File: src/rtl/ppc_pkg.sv
// ----------------------------------------------------------------------------
// ppc_pkg
// Shared widths, register indexes, config and divider structs and saturation helper
// for the particle to plane collision block.
// ----------------------------------------------------------------------------
package ppc_pkg;

  localparam int NUM_PLANES = 4;
  localparam int ACC_W      = 66;
  localparam int DIV_DW     = 50;
  localparam int DIV_QW     = 31;
  localparam int DIV_CELLS  = DIV_QW;
  localparam int IN_W       = 256;
  localparam int OUT_W      = 224;
  localparam int USER_W     = 3;
  localparam int APB_AW     = 6;
  localparam int APB_DW     = 64;

  localparam logic [2:0] REG_PLANE_A = 3'd0;
  localparam logic [2:0] REG_PLANE_B = 3'd1;
  localparam logic [2:0] REG_PLANE_C = 3'd2;
  localparam logic [2:0] REG_PLANE_D = 3'd3;
  localparam logic [2:0] REG_COUNT   = 3'd4;
  localparam logic [2:0] REG_RADIUS  = 3'd5;
  localparam logic [2:0] REG_BOUNCE  = 3'd6;
  localparam logic [2:0] REG_LOSS    = 3'd7;

  localparam logic signed [ACC_W-1:0] SAT_MAX = 66'sh7FFFFFFF;
  localparam logic signed [ACC_W-1:0] SAT_MIN = -66'sh80000000;

  typedef struct packed {
    logic [NUM_PLANES-1:0][63:0] plane;
    logic [2:0]                  plane_count;
    logic [30:0]                 radius;
    logic [31:0]                 bounce;
    logic [16:0]                 loss;
  } cfg_t;

  typedef struct packed {
    logic              vld;
    logic [DIV_DW-1:0] rem;
    logic [DIV_DW-1:0] dvs;
    logic [DIV_QW-1:0] num;
    logic [DIV_QW-1:0] quo;
  } div_t;

  function automatic logic signed [31:0] sat32(input logic signed [ACC_W-1:0] x);
    logic signed [31:0] r;
    if (x > SAT_MAX) r = 32'sh7FFFFFFF;
    else if (x < SAT_MIN) r = 32'sh80000000;
    else r = x[31:0];
    return r;
  endfunction

endpackage

File: src/rtl/ppc_cfg_regs.sv
// ----------------------------------------------------------------------------
// ppc_cfg_regs
// APB register file holding the planes, plane count, radius, bounce factors
// and lifetime loss.
// ----------------------------------------------------------------------------
module ppc_cfg_regs (
  input  logic                        clk_i,
  input  logic                        rst_ni,
  input  logic                        psel,
  input  logic                        penable,
  input  logic                        pwrite,
  input  logic [ppc_pkg::APB_AW-1:0]  paddr,
  input  logic [ppc_pkg::APB_DW-1:0]  pwdata,
  output logic [ppc_pkg::APB_DW-1:0]  prdata,
  output logic                        pready,
  output ppc_pkg::cfg_t               cfg_o
);
  import ppc_pkg::*;

  cfg_t       cfg_q;
  logic [2:0] idx;
  logic       wr;

  assign pready = 1'b1;
  assign idx    = paddr[5:3];
  assign wr     = psel & penable & pwrite;

  always_ff @(posedge clk_i or negedge rst_ni) begin
    if (!rst_ni) begin
      cfg_q <= '0;
    end else if (wr) begin
      unique case (idx)
        REG_PLANE_A: cfg_q.plane[0]    <= pwdata;
        REG_PLANE_B: cfg_q.plane[1]    <= pwdata;
        REG_PLANE_C: cfg_q.plane[2]    <= pwdata;
        REG_PLANE_D: cfg_q.plane[3]    <= pwdata;
        REG_COUNT:   cfg_q.plane_count <= pwdata[2:0];
        REG_RADIUS:  cfg_q.radius      <= pwdata[30:0];
        REG_BOUNCE:  cfg_q.bounce      <= pwdata[31:0];
        REG_LOSS:    cfg_q.loss        <= pwdata[16:0];
        default: ;
      endcase
    end
  end

  always_comb begin
    unique case (idx)
      REG_PLANE_A: prdata = cfg_q.plane[0];
      REG_PLANE_B: prdata = cfg_q.plane[1];
      REG_PLANE_C: prdata = cfg_q.plane[2];
      REG_PLANE_D: prdata = cfg_q.plane[3];
      REG_COUNT:   prdata = {61'b0, cfg_q.plane_count};
      REG_RADIUS:  prdata = {33'b0, cfg_q.radius};
      REG_BOUNCE:  prdata = {32'b0, cfg_q.bounce};
      REG_LOSS:    prdata = {47'b0, cfg_q.loss};
      default:     prdata = '0;
    endcase
  end

  assign cfg_o = cfg_q;

endmodule

File: config.mk
export PLATFORM = sky130hd
export DESIGN_NAME = ppc_cfg_regs
export DESIGN_NICKNAME = d
export VERILOG_FILES = /design/src/rtl/ppc_pkg.sv /design/src/rtl/ppc_cfg_regs.sv
export SDC_FILE = /design/constraint.sdc
export NUM_CORES = 1
export LEC_CHECK = 0
export ABC_AREA = 1
export BUFFER_PORTS_ARGS = -buffer_cell sky130_fd_sc_hd__buf_2
export CORE_AREA = 3 3 199 201
export DETAILED_ROUTE_END_ITERATION = 16
export DIE_AREA = 0 0 202 204
export PLACE_DENSITY_LB_ADDON = 0.12
export SLEW_MARGIN = 40
export SYNTH_ARGS = -nofsm -noshare
export SYNTH_HDL_FRONTEND = slang
export SYNTH_SLANG_ARGS = --single-unit
export TNS_END_PERCENT = 100
File: constraint.sdc
create_clock -name clk_i -period 0.9 [get_ports clk_i]
set_input_delay 0.045 -clock clk_i [delete_from_list [all_inputs] [get_ports clk_i]]
set_output_delay 0.045 -clock clk_i [all_outputs]
set_load 0.05 [all_outputs]
==> impl_metrics.ini <==
[critical_path]
start_kind = register
worstRegToRegCells = 5
crit_end = prdata[4]
r2r-start = cfg_o[35]
cp_max_fo = 2
path_cells = nand4_1 > nand2_1 > nor2_2 > nand3_4 > buf_8
critPathKind = reg -> out
cp.arrival_ns = 1.60
r2r_setup_slack_ns = -0.14
worstSetupEndpointType = output pin
cp_slowest_stage_delay_ns = 0.43
cpMaxStageDelayCell = dfrtp_2
required_ns = 0.85
timing.rr.end = cfg_o[35]
critPathLaunch = cfg_o[21]

[routing]
postRouteAntennaNets = 0
remaining_drc_errors = 0
routed_wl_um = 75300
num_vias = 18300
drtPass1Iterations = 5
wire_per_inst_um = 23.1
vias_per_cell = 5.63
drt_iter0_drc = 1355

[layout]
fillerInstances = 2131
area_growth_pct = 97.3
final_layout_size_suffix_gt1_frac = 0.533
diodes = 0
largest_reg_flops = 339
nets = 2790
postLayoutCoreUtil = 0.792
final_area_um2 = 29900

[power]
vdd.ir_drop.worst_mv = 2.13
power_density_nw_per_um2 = 2680
p_leak_nw = 14.0

[logic_synthesis]
synth.distinct_cells = 22
synth_nets = 1898
yosysWarnings = 0
synthTopCellsByArea = dfrtp_1 (56%), nand2_1 (11%), nand4_1 (7.3%), o21ai_1 (5.2%), nor2_1 (4.8%)
yosys_register_bits = 339
yosysTopAreaCell = dfrtp_1
synth_area_um2 = 15200
syn_inst = 1823
ys_seq_area_frac = 0.559
avgSynthCellArea_um2 = 8.32
synth_top_area_share = 0.559

[clock_tree]
clkTransAtPathRegs_ns = 0.06
cts_buffers = 39
cts_htree_levels = 2
clock_path_buffers = 3
hold_buffers = 65
cts_tree = built
root_buffer = clkbuf_16
clk-insertion-delay-late_ns = 0.56
cts.sinks = 339

[die]
design.core.area_um2 = 37800
initial_core_util = 0.402
die_h_um = 204
io_pins = 479
rows = 71
die_area_um2 = 41200
die_width_um = 202

[grt]
grt_pass1_vias = 18200
grt_max_degree = 65
antenna_found_initial = 1
overflow = 0
grt_pass1_wl_um = 106000
grt_use_total = 0.328

[timing]
setup_viol = 433
post-route-period-util = 1.83
worst_slack_ns = -0.750
slew_viol_final = 0
fin_crit_ns = 1.65
fin_setup_tns_ns = -164.09
rsz0062_at_grt = true
fmax_ghz = 0.606
hold_ws_ns = -0.0424
clock-skew-final_ns = 0
final-hold-violation-count = 10

[worst_hold_path]
min_path_type = in -> async

[run]
maxCapViolations = 0

[place]
place_hpwl_um = 42300
io_buffers = 474
placed_cell_area_um2 = 21700
place.gp.congestion = 0.883

[status]
status = finished with violations
failed_checks = hold timing, setup timing
[area by class of cell]
| type | instances | area, um2 | share of cell area |
|---|---|---|---|
| multi-input combinational | 1201 | 6240 | 0.209 |
| tap | 511 | 639 | 0.0214 |
| sequential | 339 | 8880 | 0.297 |
| timing repair buffer | 990 | 12200 | 0.406 |
| clock buffer | 55 | 1170 | 0.0391 |
| clock inverter | 16 | 244 | 0.00816 |
| inverter | 144 | 579 | 0.0194 |
[how the worst min path moves through the flow]
stage	start	to
5_1_grt	rst_ni	cfg_o[72]
6_report	rst_ni	cfg_o[72]
3_3_place_gp	rst_ni	cfg_o[234]
4_1_cts	rst_ni	cfg_o[72]
3_5_place_dp	rst_ni	cfg_o[234]
2_1_floorplan	rst_ni	cfg_o[0]
[layer usage]
layer / wire (um) / global-route usage / part of all wire / up-vias
met3: 6890 / 0.0733 / 0.091 / 312
li1: - / - / - / 7843
met5: 9 / 0 / 0.00012 / -
met2: 37400 / 0.565 / 0.50 / 1221
met4: 4170 / 0.141 / 0.055 / 2
met1: 26800 / 0.397 / 0.36 / 8941
[critical path, delay by kind of cell (launching register included)]
kind                   cells  cell delay [ns]
buffers and inverters      1             0.16
and+or+nand+nor            4             0.46
DFF                        1             0.43
[cells in the mapped netlist (all sizes together)]
cell type    n
or2          1
nand3       39
nor3         2
buf         91
dfrtp      339
nor2       198
a21oi       99
inv        144
nand2      428
clkbuf      48
conb         1
o21ai      255
nand4      178
[cells by family after synthesis]
kind of cell | synth area share
and+or+nand+nor | 0.245
AOI/OAI and AO/OA | 0.117
DFF | 0.559
buffers and inverters | 0.0786
other | 0.000247
[power breakdown]
part / switching, mW / internal, mW
sequential: 2.74 / 18.9
combinational: 22.9 / 17.9
clock: 6.77 / 10.8
[per-stage QoR]
step	std cells	power (mW)	worst slack, ns
4_1_cts	3177	77.0	-0.742
5_1_grt	3256	82.5	-0.783
3_3_place_gp	2994	48.5	-0.514
6_report	3256	80.1	-0.750
3_5_place_dp	2994	48.7	-0.523
2_1_floorplan	1823	38.8	-0.301
[cells in the final DEF (no fill, tap or decap), types with 9 or more instances in the layout]
master / n
clkbuf_8: 9
o21ai_0: 49
nand3_4: 33
o21ai_1: 204
clkbuf_16: 44
buf_4: 100
buf_2: 68
dfrtp_2: 321
nor2_1: 140
inv_1: 132
dlygate4sd3_1: 65
buf_12: 103
nand2_2: 23
nor2_2: 47
a21oi_2: 12
a21oi_1: 87
dfrtp_1: 18
nand4_1: 178
nor2_4: 11
buf_8: 252
nand2_1: 401
buf_6: 399
[timing repair]
action	CTS	global route
pin swaps	95	90
setup buffers	57	172
gates resized for setup	1355	237
hold endpoints to repair	678	10
gates cloned	0	3
setup endpoints to repair	403	425
(Power assumes the default switching activity.)
